<file path="config.mk">
export PLATFORM = sky130hd
export DESIGN_NAME = dynamic_priority_task_scheduler_top
export DESIGN_NICKNAME = d
export VERILOG_FILES = /design/src/rtl/core/dpts_pkg.sv /design/src/rtl/core/dpts_cell.sv /design/src/rtl/core/dynamic_priority_task_scheduler_top.sv
export SDC_FILE = /design/constraint.sdc
export NUM_CORES = 2
export LEC_CHECK = 0
export ABC_AREA = 1
export BUFFER_PORTS_ARGS = -buffer_cell sky130_fd_sc_hd__buf_2
export CORE_UTILIZATION = 69
export CTS_CLUSTER_SIZE = 8
export DETAILED_ROUTE_END_ITERATION = 10
export PLACE_DENSITY = 0.85
export SYNTH_ARGS = -nofsm -noshare
export SYNTH_HDL_FRONTEND = slang
export SYNTH_SLANG_ARGS = --single-unit
</file>
<file path="constraint.sdc">
create_clock -name clock -period 15 [get_ports clock]
set_input_delay 3 -clock clock [delete_from_list [all_inputs] [get_ports clock]]
set_output_delay 3 -clock clock [all_outputs]
set_load 0.05 [all_outputs]
</file>
<file path="src/rtl/core/dpts_pkg.sv">
`timescale 1ns / 1ps

package dpts_pkg;

   // Task ids grow to the table depth (up to 256) and need nine bits inside
   localparam int ID_W   = 9;
   localparam int PRIO_W = 16;
   localparam int REM_W  = 15;

   localparam logic signed [PRIO_W-1:0] PRIO_FLOOR = -16'sd32767;

   localparam logic ACT_ADD  = 1'b0;
   localparam logic ACT_TICK = 1'b1;

   localparam logic [1:0] STAT_ADDED = 2'd0;
   localparam logic [1:0] STAT_RAN   = 2'd1;
   localparam logic [1:0] STAT_EMPTY = 2'd2;
   localparam logic [1:0] STAT_FULL  = 2'd3;

   typedef struct packed {
      logic                     valid;
      logic [ID_W-1:0]          id;
      logic signed [PRIO_W-1:0] prio;
      logic [REM_W-1:0]         rem;
   } entry_type;

   localparam entry_type ENTRY_EMPTY = '0;

   typedef enum logic [1:0] {
      CMD_HOLD,
      CMD_SHIFT,
      CMD_INSERT
   } cell_cmd_type;

endpackage

</file>
<file path="src/rtl/core/dpts_cell.sv">
`timescale 1ns / 1ps

module dpts_cell
   import dpts_pkg::*;
(
   input  logic         clock,
   input  logic         reset,
   input  cell_cmd_type cmd,
   input  entry_type    new_entry,
   input  entry_type    left_entry,
   input  logic         left_keep,
   input  entry_type    right_entry,
   output entry_type    entry,
   output logic         keep
);

   entry_type entry_ff;
   entry_type entry_in;

   // stay in place when ahead of the new entry (equal priority stays ahead)
   assign keep = entry_ff.valid && (entry_ff.prio >= new_entry.prio);

   always_comb begin
      entry_in = entry_ff;
      case (cmd)
         CMD_SHIFT: begin
            entry_in = right_entry;
         end
         CMD_INSERT: begin
            if (!keep) begin
               entry_in = left_keep ? new_entry : left_entry;
            end
         end
         default: begin
            entry_in = entry_ff;
         end
      endcase
   end

   always_ff @(posedge clock) begin
      if (reset) begin
         entry_ff.valid <= 1'b0;
      end else begin
         entry_ff <= entry_in;
      end
   end

   assign entry = entry_ff;

endmodule

</file>
<file path="src/rtl/core/dynamic_priority_task_scheduler_top.sv">
`timescale 1ns / 1ps
// Channel   Direction  Handshake             Payload
// req_      in         req_valid/req_stall   action, task_priority, task_time
// rsp_      out        rsp_valid/rsp_stall   status, task_id, remaining_time,
//                                            priority_after, task_finished, active_count
//
// Each item is handled at the accept edge (head removal on a tick) and then at the
// edge in which the chain of cells inserts the entry and the result is registered.
// The cell chain takes one command per cycle, so items are handled one at a time.
// Synchronous active-high reset empties the table and clears the id counter.
// A stalled result holds the ST_FIN state; the input is taken again once it moves.

module dynamic_priority_task_scheduler_top
   import dpts_pkg::*;
#(
   parameter int MAX_TASKS = 16
) (
   input  logic                     clock,
   input  logic                     reset,
   input  logic                     req_valid,
   output logic                     req_stall,
   input  logic                     req_action,
   input  logic signed [15:0]       req_task_priority,
   input  logic [14:0]              req_task_time,
   output logic                     rsp_valid,
   input  logic                     rsp_stall,
   output logic [1:0]               rsp_status,
   output logic [4:0]               rsp_task_id,
   output logic [14:0]              rsp_remaining_time,
   output logic signed [15:0]       rsp_priority_after,
   output logic                     rsp_task_finished,
   output logic [4:0]               rsp_active_count
);

   localparam int CNT_W = $clog2(MAX_TASKS + 1);

   typedef enum logic [1:0] {
      ST_IDLE = 2'b01,
      ST_FIN  = 2'b10
   } state_type;

   typedef enum logic [1:0] {
      OP_ADD,
      OP_FULL,
      OP_EMPTY,
      OP_RUN
   } op_type;

   state_type state_ff, state_in;
   op_type    op_ff, op_in;
   entry_type pend_ff, pend_in;
   logic [CNT_W-1:0] loaded_ff, loaded_in;
   logic [CNT_W-1:0] active_ff, active_in;

   logic                     rsp_valid_ff, rsp_valid_in;
   logic [1:0]               rsp_status_ff, rsp_status_in;
   logic [4:0]               rsp_task_id_ff, rsp_task_id_in;
   logic [REM_W-1:0]         rsp_rem_ff, rsp_rem_in;
   logic signed [PRIO_W-1:0] rsp_prio_ff, rsp_prio_in;
   logic                     rsp_fin_ff, rsp_fin_in;
   logic [4:0]               rsp_active_ff, rsp_active_in;

   cell_cmd_type             cmd;
   entry_type                cell_entry [MAX_TASKS];
   logic [MAX_TASKS-1:0]     keep_vec;
   logic [MAX_TASKS-1:0]     valid_vec;

   logic                     req_accept;
   logic                     out_free;
   logic                     has_task;
   logic signed [PRIO_W-1:0] prio_clamp;
   entry_type                head;

   assign req_stall  = (state_ff != ST_IDLE);
   assign req_accept = req_valid && !req_stall;
   assign out_free   = !rsp_valid_ff || !rsp_stall;
   assign head       = cell_entry[0];
   assign has_task   = (op_ff == OP_ADD) || (op_ff == OP_RUN);
   assign prio_clamp = (req_task_priority < PRIO_FLOOR) ? PRIO_FLOOR : req_task_priority;

   always_comb begin
      state_in      = state_ff;
      op_in         = op_ff;
      pend_in       = pend_ff;
      loaded_in     = loaded_ff;
      active_in     = active_ff;
      cmd           = CMD_HOLD;
      rsp_valid_in  = rsp_valid_ff && rsp_stall;
      rsp_status_in = rsp_status_ff;
      rsp_task_id_in = rsp_task_id_ff;
      rsp_rem_in    = rsp_rem_ff;
      rsp_prio_in   = rsp_prio_ff;
      rsp_fin_in    = rsp_fin_ff;
      rsp_active_in = rsp_active_ff;

      if (req_accept) begin
         state_in = ST_FIN;
         if (req_action == ACT_ADD) begin
            if (loaded_ff >= CNT_W'(MAX_TASKS)) begin
               op_in = OP_FULL;
            end else begin
               op_in         = OP_ADD;
               loaded_in     = loaded_ff + 1'b1;
               pend_in.valid = 1'b1;
               pend_in.id    = ID_W'(loaded_in);
               pend_in.prio  = prio_clamp;
               pend_in.rem   = req_task_time;
            end
         end else if (active_ff == '0) begin
            op_in = OP_EMPTY;
         end else begin
            // pull the head out; the chain shifts up behind it
            op_in         = OP_RUN;
            cmd           = CMD_SHIFT;
            active_in     = active_ff - 1'b1;
            pend_in.valid = 1'b1;
            pend_in.id    = head.id;
            pend_in.prio  = (head.prio > PRIO_FLOOR) ? head.prio - 16'sd1 : head.prio;
            pend_in.rem   = head.rem - 1'b1;
         end
      end

      if (state_ff == ST_FIN && out_free) begin
         state_in = ST_IDLE;
         if (has_task && pend_ff.rem != '0) begin
            cmd       = CMD_INSERT;
            active_in = active_ff + 1'b1;
         end
         rsp_valid_in = 1'b1;
         case (op_ff)
            OP_ADD:   rsp_status_in = STAT_ADDED;
            OP_RUN:   rsp_status_in = STAT_RAN;
            OP_EMPTY: rsp_status_in = STAT_EMPTY;
            default:  rsp_status_in = STAT_FULL;
         endcase
         rsp_task_id_in = has_task ? 5'(pend_ff.id) : 5'd0;
         rsp_rem_in     = has_task ? pend_ff.rem : '0;
         rsp_prio_in    = has_task ? pend_ff.prio : '0;
         rsp_fin_in     = has_task && (pend_ff.rem == '0);
         rsp_active_in  = 5'(active_in);
      end
   end

   always_ff @(posedge clock) begin
      if (reset) begin
         state_ff     <= ST_IDLE;
         loaded_ff    <= '0;
         active_ff    <= '0;
         rsp_valid_ff <= 1'b0;
      end else begin
         state_ff     <= state_in;
         loaded_ff    <= loaded_in;
         active_ff    <= active_in;
         rsp_valid_ff <= rsp_valid_in;
      end
   end

   always_ff @(posedge clock) begin
      op_ff          <= op_in;
      pend_ff        <= pend_in;
      rsp_status_ff  <= rsp_status_in;
      rsp_task_id_ff <= rsp_task_id_in;
      rsp_rem_ff     <= rsp_rem_in;
      rsp_prio_ff    <= rsp_prio_in;
      rsp_fin_ff     <= rsp_fin_in;
      rsp_active_ff  <= rsp_active_in;
   end

   for (genvar i = 0; i < MAX_TASKS; i++) begin : g_cell
      entry_type left_entry;
      entry_type right_entry;
      logic      left_keep;

      if (i == 0) begin : g_first
         assign left_entry = ENTRY_EMPTY;
         assign left_keep  = 1'b1;
      end else begin : g_mid
         assign left_entry = cell_entry[i-1];
         assign left_keep  = keep_vec[i-1];
      end

      if (i == MAX_TASKS - 1) begin : g_last
         assign right_entry = ENTRY_EMPTY;
      end else begin : g_inner
         assign right_entry = cell_entry[i+1];
      end

      dpts_cell u_cell (
         .clock       (clock),
         .reset       (reset),
         .cmd         (cmd),
         .new_entry   (pend_ff),
         .left_entry  (left_entry),
         .left_keep   (left_keep),
         .right_entry (right_entry),
         .entry       (cell_entry[i]),
         .keep        (keep_vec[i])
      );

      assign valid_vec[i] = cell_entry[i].valid;
   end

   assign rsp_valid          = rsp_valid_ff;
   assign rsp_status         = rsp_status_ff;
   assign rsp_task_id        = rsp_task_id_ff;
   assign rsp_remaining_time = rsp_rem_ff;
   assign rsp_priority_after = rsp_prio_ff;
   assign rsp_task_finished  = rsp_fin_ff;
   assign rsp_active_count   = rsp_active_ff;

   a_count_matches: assert property (@(posedge clock) disable iff (reset)
      $countones(valid_vec) == int'(active_ff))
      else $error("active count differs from occupied cells");

   a_active_le_loaded: assert property (@(posedge clock) disable iff (reset)
      active_ff <= loaded_ff)
      else $error("more active tasks than tasks ever added");

   a_head_sorted: assert property (@(posedge clock) disable iff (reset)
      cell_entry[1].valid |-> (cell_entry[0].valid && cell_entry[0].prio >= cell_entry[1].prio))
      else $error("head out of priority order");

   a_accept_to_fin: assert property (@(posedge clock) disable iff (reset)
      req_accept |=> (state_ff == ST_FIN))
      else $error("accepted transfer did not start processing");

endmodule
</file>
### Word level (Yosys, flattened, before mapping)

Cells that the tools add are included.

* equal/unequal tests: 24
* reductions and logical operators: 66
* bitwise operators: 3
* mux-type cells: 67
* order comparisons: 19
* $add $sub $neg: 5

Operators with widths (number)
* two-way mux 41 bit: 34
* one-hot mux 41 bit (2 select lines): 16
* >= comparator 16 bit: 16
* AND reduction 3 bit: 18
* inequality test 2 bit, second input constant: 18
* two-way mux 16 bit: 2
* AND reduction 2 bit: 16
* two-way mux 5 bit: 5
* logical AND 1 bit: 21
* greater-than comparator 16 bit, second input constant: 1
* < comparator 16 bit, second input constant: 1
* subtractor 16 x 2 -> 16 bit, second input constant: 1
* logical NOT 15 bit: 1
* nonzero test 15 bit: 1
* subtractor 15 x 1 -> 15 bit, second input constant: 1
* adder 5 x 1 -> 5 bit, second input constant: 2
* == test 2 bit, second input constant: 4
* two-way mux 1 bit: 6
* two-way mux 2 bit: 3
* one-hot mux 2 bit (3 select lines): 1
* >= comparator 5 bit, second input constant: 1
* logical NOT 5 bit: 1
* subtractor 5 x 1 -> 5 bit, second input constant: 1
* logical NOT 1 bit: 3
* 7 further kinds: 10

* flip-flop bits (word level): 756
* input port bits: 36
* logic and storage cells: 263

### Depth between registers and ports, before layout

* word-level depth: 9
* depth in mapped cells: 18
* gate-level depth less buffers: 17

### Cells and area by module

From an unflattened synthesis, not the netlist that was laid out.

* cell total of the unflattened synthesis: 5659
* area total of the unflattened synthesis: 46325.7 µm²

Modules (own cells, without submodules)
* dpts_cell at g_cell[0].u_cell ...: cells an instance 319, instances 12, area an instance 2581.2 µm²
* dpts_cell at g_cell[6].u_cell ...: cells an instance 319, instances 4, area an instance 2583.7 µm²
* dynamic_priority_task_scheduler_top: cells an instance 555, instances 1, area an instance 5016.1 µm²

### Least setup slack after synthesis

OpenSTA, ideal clock, no wires.

* path kind: input port to flip-flop
* from: input port rsp_stall
* to: register g_cell[15].u_cell.entry_ff (netlist bit g_cell[15].u_cell.entry[0]) (enable)
* stages on the path: 8
* setup time: 0.429 ns
* slack: 6.715 ns
* data required time: 14.571 ns
* data arrival time: 7.856 ns
* path through: a21oi_1 > inv_1 > nor2_1 > ha_1 > inv_1 > clkbuf_1 > nand2_1 > nor2_1

* longest elaborated chain between the ends: 7
* elaborated cells on any way between the ends: 9
* those cells by class: eq/ne: 3; mux: 1; reduce/logical: 5

Ends and longest elaborated chain
* start, declared: line dynamic_priority_task_scheduler_top.sv:26 `input logic rsp_stall,`
* logical NOT 1 bit (*): line dynamic_priority_task_scheduler_top.sv:76 `assign out_free = !rsp_valid_ff || !rsp_stall;`
* logical OR 1 bit (*): line dynamic_priority_task_scheduler_top.sv:76
* logical AND 1 bit (*): line dynamic_priority_task_scheduler_top.sv:123 `if (state_ff == ST_FIN && out_free) begin`
* two-way mux 2 bit (*): line dynamic_priority_task_scheduler_top.sv:123
* == test 2 bit / == test 2 x 1 -> 1 bit (equally long branches): line dpts_cell.sv:25 `case (cmd)`
* inequality test 2 bit (no source line) / nonzero test 2 bit (equally long branches)
* AND reduction 3 bit (no source line) (*)
* end signal, assigned: line dpts_cell.sv:44 `entry_ff <= entry_in;`
* end, declared: line dpts_cell.sv:17 `entry_type entry_ff;`

Mark *: on every way between the ends. The rest lies on a longest branch, timed or not.
A chain may end at the register's enable or synchronous reset.

### Worst setup path after layout

* from: input port req_action
* to: register g_cell[13].u_cell.entry_ff (netlist bit g_cell[13].u_cell.entry[40])

* longest elaborated chain between the ends: 7
* elaborated cells on any way between the ends: 10
* those cells by class: eq/ne: 3; mux: 5; reduce/logical: 2

Ends and longest elaborated chain
* start, declared: line dynamic_priority_task_scheduler_top.sv:22 `input logic req_action,`
* two-way mux 1 bit (*): line dynamic_priority_task_scheduler_top.sv:98 `if (req_action == ACT_ADD) begin`
* two-way mux 1 bit (*): line dynamic_priority_task_scheduler_top.sv:96 `if (req_accept) begin`
* two-way mux 2 bit: line dynamic_priority_task_scheduler_top.sv:125 `if (has_task && pend_ff.rem != '0) begin`
* two-way mux 2 bit (*): line dynamic_priority_task_scheduler_top.sv:123
* == test 2 bit / == test 2 x 1 -> 1 bit (equally long branches): line dpts_cell.sv:25
* inequality test 2 bit (no source line) / nonzero test 2 bit (equally long branches)
* AND reduction 2 bit (no source line)
* end signal, assigned: line dpts_cell.sv:44
* end, declared: line dpts_cell.sv:17

Marks and branches as above.

==> impl_metrics.yaml <==
cells_and_area:
  areaGrowthSynthToFinish_pct: 5.473
  post_route_cells_drive_above_1_share: 0.05393
  multiInputGateArea_mm2: 0.01971
  ff_latch_area_mm2: 0.02034
  finalNetCount: 5984
  final_util: 0.7369
  nFillCells: 4789
  antennaDiodeCount: 0
routing:
  top_layer: "met4"
  wl_met2_um: 57720
  drtIter0Drc: 5372
  post-route-drc-count: 0
  wl_per_cell_um: 18.82
  drtPass1Iterations: 8
  vias: 39980
  vias_per_cell: 6.089
  wl_met3_um: 13710
  ant_nets: 0
  drt-met1-wl_um: 46890
  wl_um: 123600
grt:
  grt-ovfl-total: 0
  grt_pass1_wl_um: 199200
  grt_start_max_net_pins: 184
  grt_util_all_layers: 0.3697
  grt_pass1_vias: 38730
  antenna_found_initial: 0
clock_tree:
  clock_path_buffers: 3
  cts_resized: 0
  cts_buffers: 95
  cts_tree: "built"
  cts_hold_buf: 0
  insertion_delay_ps: 660
  post_cts_buffers: 0
  h-tree-depth: 3
  cts_root_buffer: "clkbuf_16"
  clkTransAtPathRegs_ps: 50
  cts_num_sinks: 687
run:
  cap_violations: 0
timing:
  fin_crit_ps: 7799
  clock_skew_ps: 45.73
  fmax_ghz: 0.1282
  tightest_slew_ps: 1130
  slew_headroom: 0.2449
  setup_viol: 0
  slew_viol_final: 0
  setup_tns_ps: 0
  hold_viol: 0
  rsz0062_at_grt: "no"
  fin_crit_sh: 0.5199
placement:
  place_hpwl_um: 81060
  gp_congestion: 0.9308
  portBuffers: 81
logic_synthesis:
  async_flop_share: 0
  synth_top_cell_by_area: "edfxtp_1"
  yosys-top-cells-area: "edfxtp_1 (44%), nand2_1 (17%), nand3_1 (12%), ha_1 (7.4%), inv_1 (6.2%)"
  ys_seq_area_frac: 0.4516
  ys.flop_type: "edfxtp_1"
  yosysMostFrequentCell: "nand2_1"
  syn_area_mm2: 0.04504
  synth_warnings: 0
  synth_cells: 5793
  synth_edf_count: 658
  synthTopCellsByCount: "nand2_1 (2001), nand3_1 (1113), inv_1 (745)"
  syn_nets: 6096
  yosys.area.top_type_share: 0.4387
  ys_ff_latch: 687
  avgSynthCellArea_um2: 7.775
  synth_cell_types: 44
critical_path:
  worst-path-max-fanout: 145
  slowest_delay_ps: 980
  critical_path_class: "input pin to register"
  crit_chain: "buf_2 > inv_1 > nor2_1 > nand2_1 > ha_4 > inv_8 > buf_4 > buf_4 > a21oi_1 > a21oi_1"
  arrival_ps: 8370
  slowest_stage: "buf_4"
  cp-start-kind: "input pin"
  critPathCaptureType: "register"
  cp_data_required_time_ps: 15570
pwr:
  pwr_density_cell_mw_per_mm2: 109.7
  leakage_uw: 0.02276
  vdd_drop_max_v: 0.00008751
floorplanning:
  initial_core_util: 0.6987
  fp.dieW_um: 257.5
  core_area_mm2: 0.06446
  fp.dieH_um: 257.5
  dieArea_mm2: 0.06630
  io_pins: 82
  rows: 93
outcome:
  status: "complete, no violations"
hold_path:
  hold_path_class: "register to register"
[worst max-delay path: cells and delay by family]
| kind | cells | cell delay [ps] |
|---|---|---|
| AO/OA/AOI/OAI | 2 | 360 |
| adder cells (fa/ha/maj) | 1 | 470 |
| buffers and inverters | 5 | 3860 |
| AND/OR/NAND/NOR | 2 | 480 |
[through the flow]
stage	power, uW	hold slack [ps]	setup WS, ps	cells	instance area [um2]
final	5210	507.2	7201	6566	47510
after global routing	5377	532.0	6742	6566	47510
after CTS	5183	509.6	7359	6566	47510
after detailed placement	3236	502.3	6687	6439	44900
after global placement	3199	481.4	6807	6439	44900
after floorplan	3029	461.4	6715	5793	45040
[cells in the final DEF (no fill, tap or decap), types with 2 or more instances in the layout]
cell type and instances:
a21o_1 4, a21oi_1 185, a31oi_1 12, buf_2 81, buf_4 73, clkbuf_1 25, clkbuf_16 95, clkinv_16 2
clkinv_8 2, dfxtp_1 28, edfxtp_1 658, ha_1 266, inv_1 745, inv_6 2, nand2_1 2001, nand2_2 13
nand3_1 1113, nand3_2 15, nand3b_1 2, nand4_1 47, nor2_1 142, nor2_2 11, nor3_1 13, nor4_1 8
o21a_1 2, o21ai_0 82, o21ai_1 30, o21bai_1 15, o22ai_1 3, o31ai_1 2, or2_2 3, xor2_1 15
[kinds of logic after synthesis]
family,Yosys count,share of synthesized area
AO/OA/AOI/OAI,341,0.04000
AND/OR/NAND/NOR,3373,0.3199
buffers and inverters,1110,0.1115
XOR/XNOR,15,0.002917
flip-flops,687,0.4516
adder cells (fa/ha/maj),267,0.07417
[power by group]
group	internal [uW]	leakage, uW	switching, uW	total [uW]
Sequential	2230	0.00622	69.6	2300
Clock	1140	0.00126	828	1970
Combinational	244	0.0153	700	944
[flip-flops by register name, summed over array words and instances (netlist names)]
| signal | flops |
|---|---|
| op_ff | 2 |
| rsp_remaining_time | 15 |
| g_cell.u_cell.entry | 592 |
| state_ff | 2 |
| rsp_priority_after | 16 |
| rsp_status | 2 |
| pend_ff | 36 |
| rsp_active_count | 5 |
| rsp_task_finished | 1 |
| rsp_valid | 1 |
| rsp_task_id | 5 |
| loaded_ff | 5 |
| active_ff | 5 |
[layout make-up]
type / count / share of cell area
inverters: 746 / 0.05910
flip-flops and latches: 687 / 0.4282
clock buffers: 120 / 0.05202
clock inverters: 7 / 0.002739
well taps: 855 / 0.02252
multi-input cells: 3996 / 0.4150
repair buffers: 155 / 0.02049
[worst paths after layout]
kind	cells after the start	slack, ps	startpoint	endpoint
max reg2reg	10	9500	pend_ff[3]	g_cell[13].u_cell.entry[40]
max	10	7200	req_action	g_cell[13].u_cell.entry[40]
min reg2reg	2	510	g_cell[15].u_cell.entry[4]	g_cell[14].u_cell.entry[4]
min	2	510	g_cell[15].u_cell.entry[4]	g_cell[14].u_cell.entry[4]
[layer usage]
metal / vias to the layer above / track usage
li1: 18720 / -
met1: 18280 / 0.4795
met2: 2553 / 0.6050
met3: 433 / 0.06797
met4: 0 / 0.1640
met5: - / 0.002924
No activity file was read; power rests on OpenSTA's default activity.
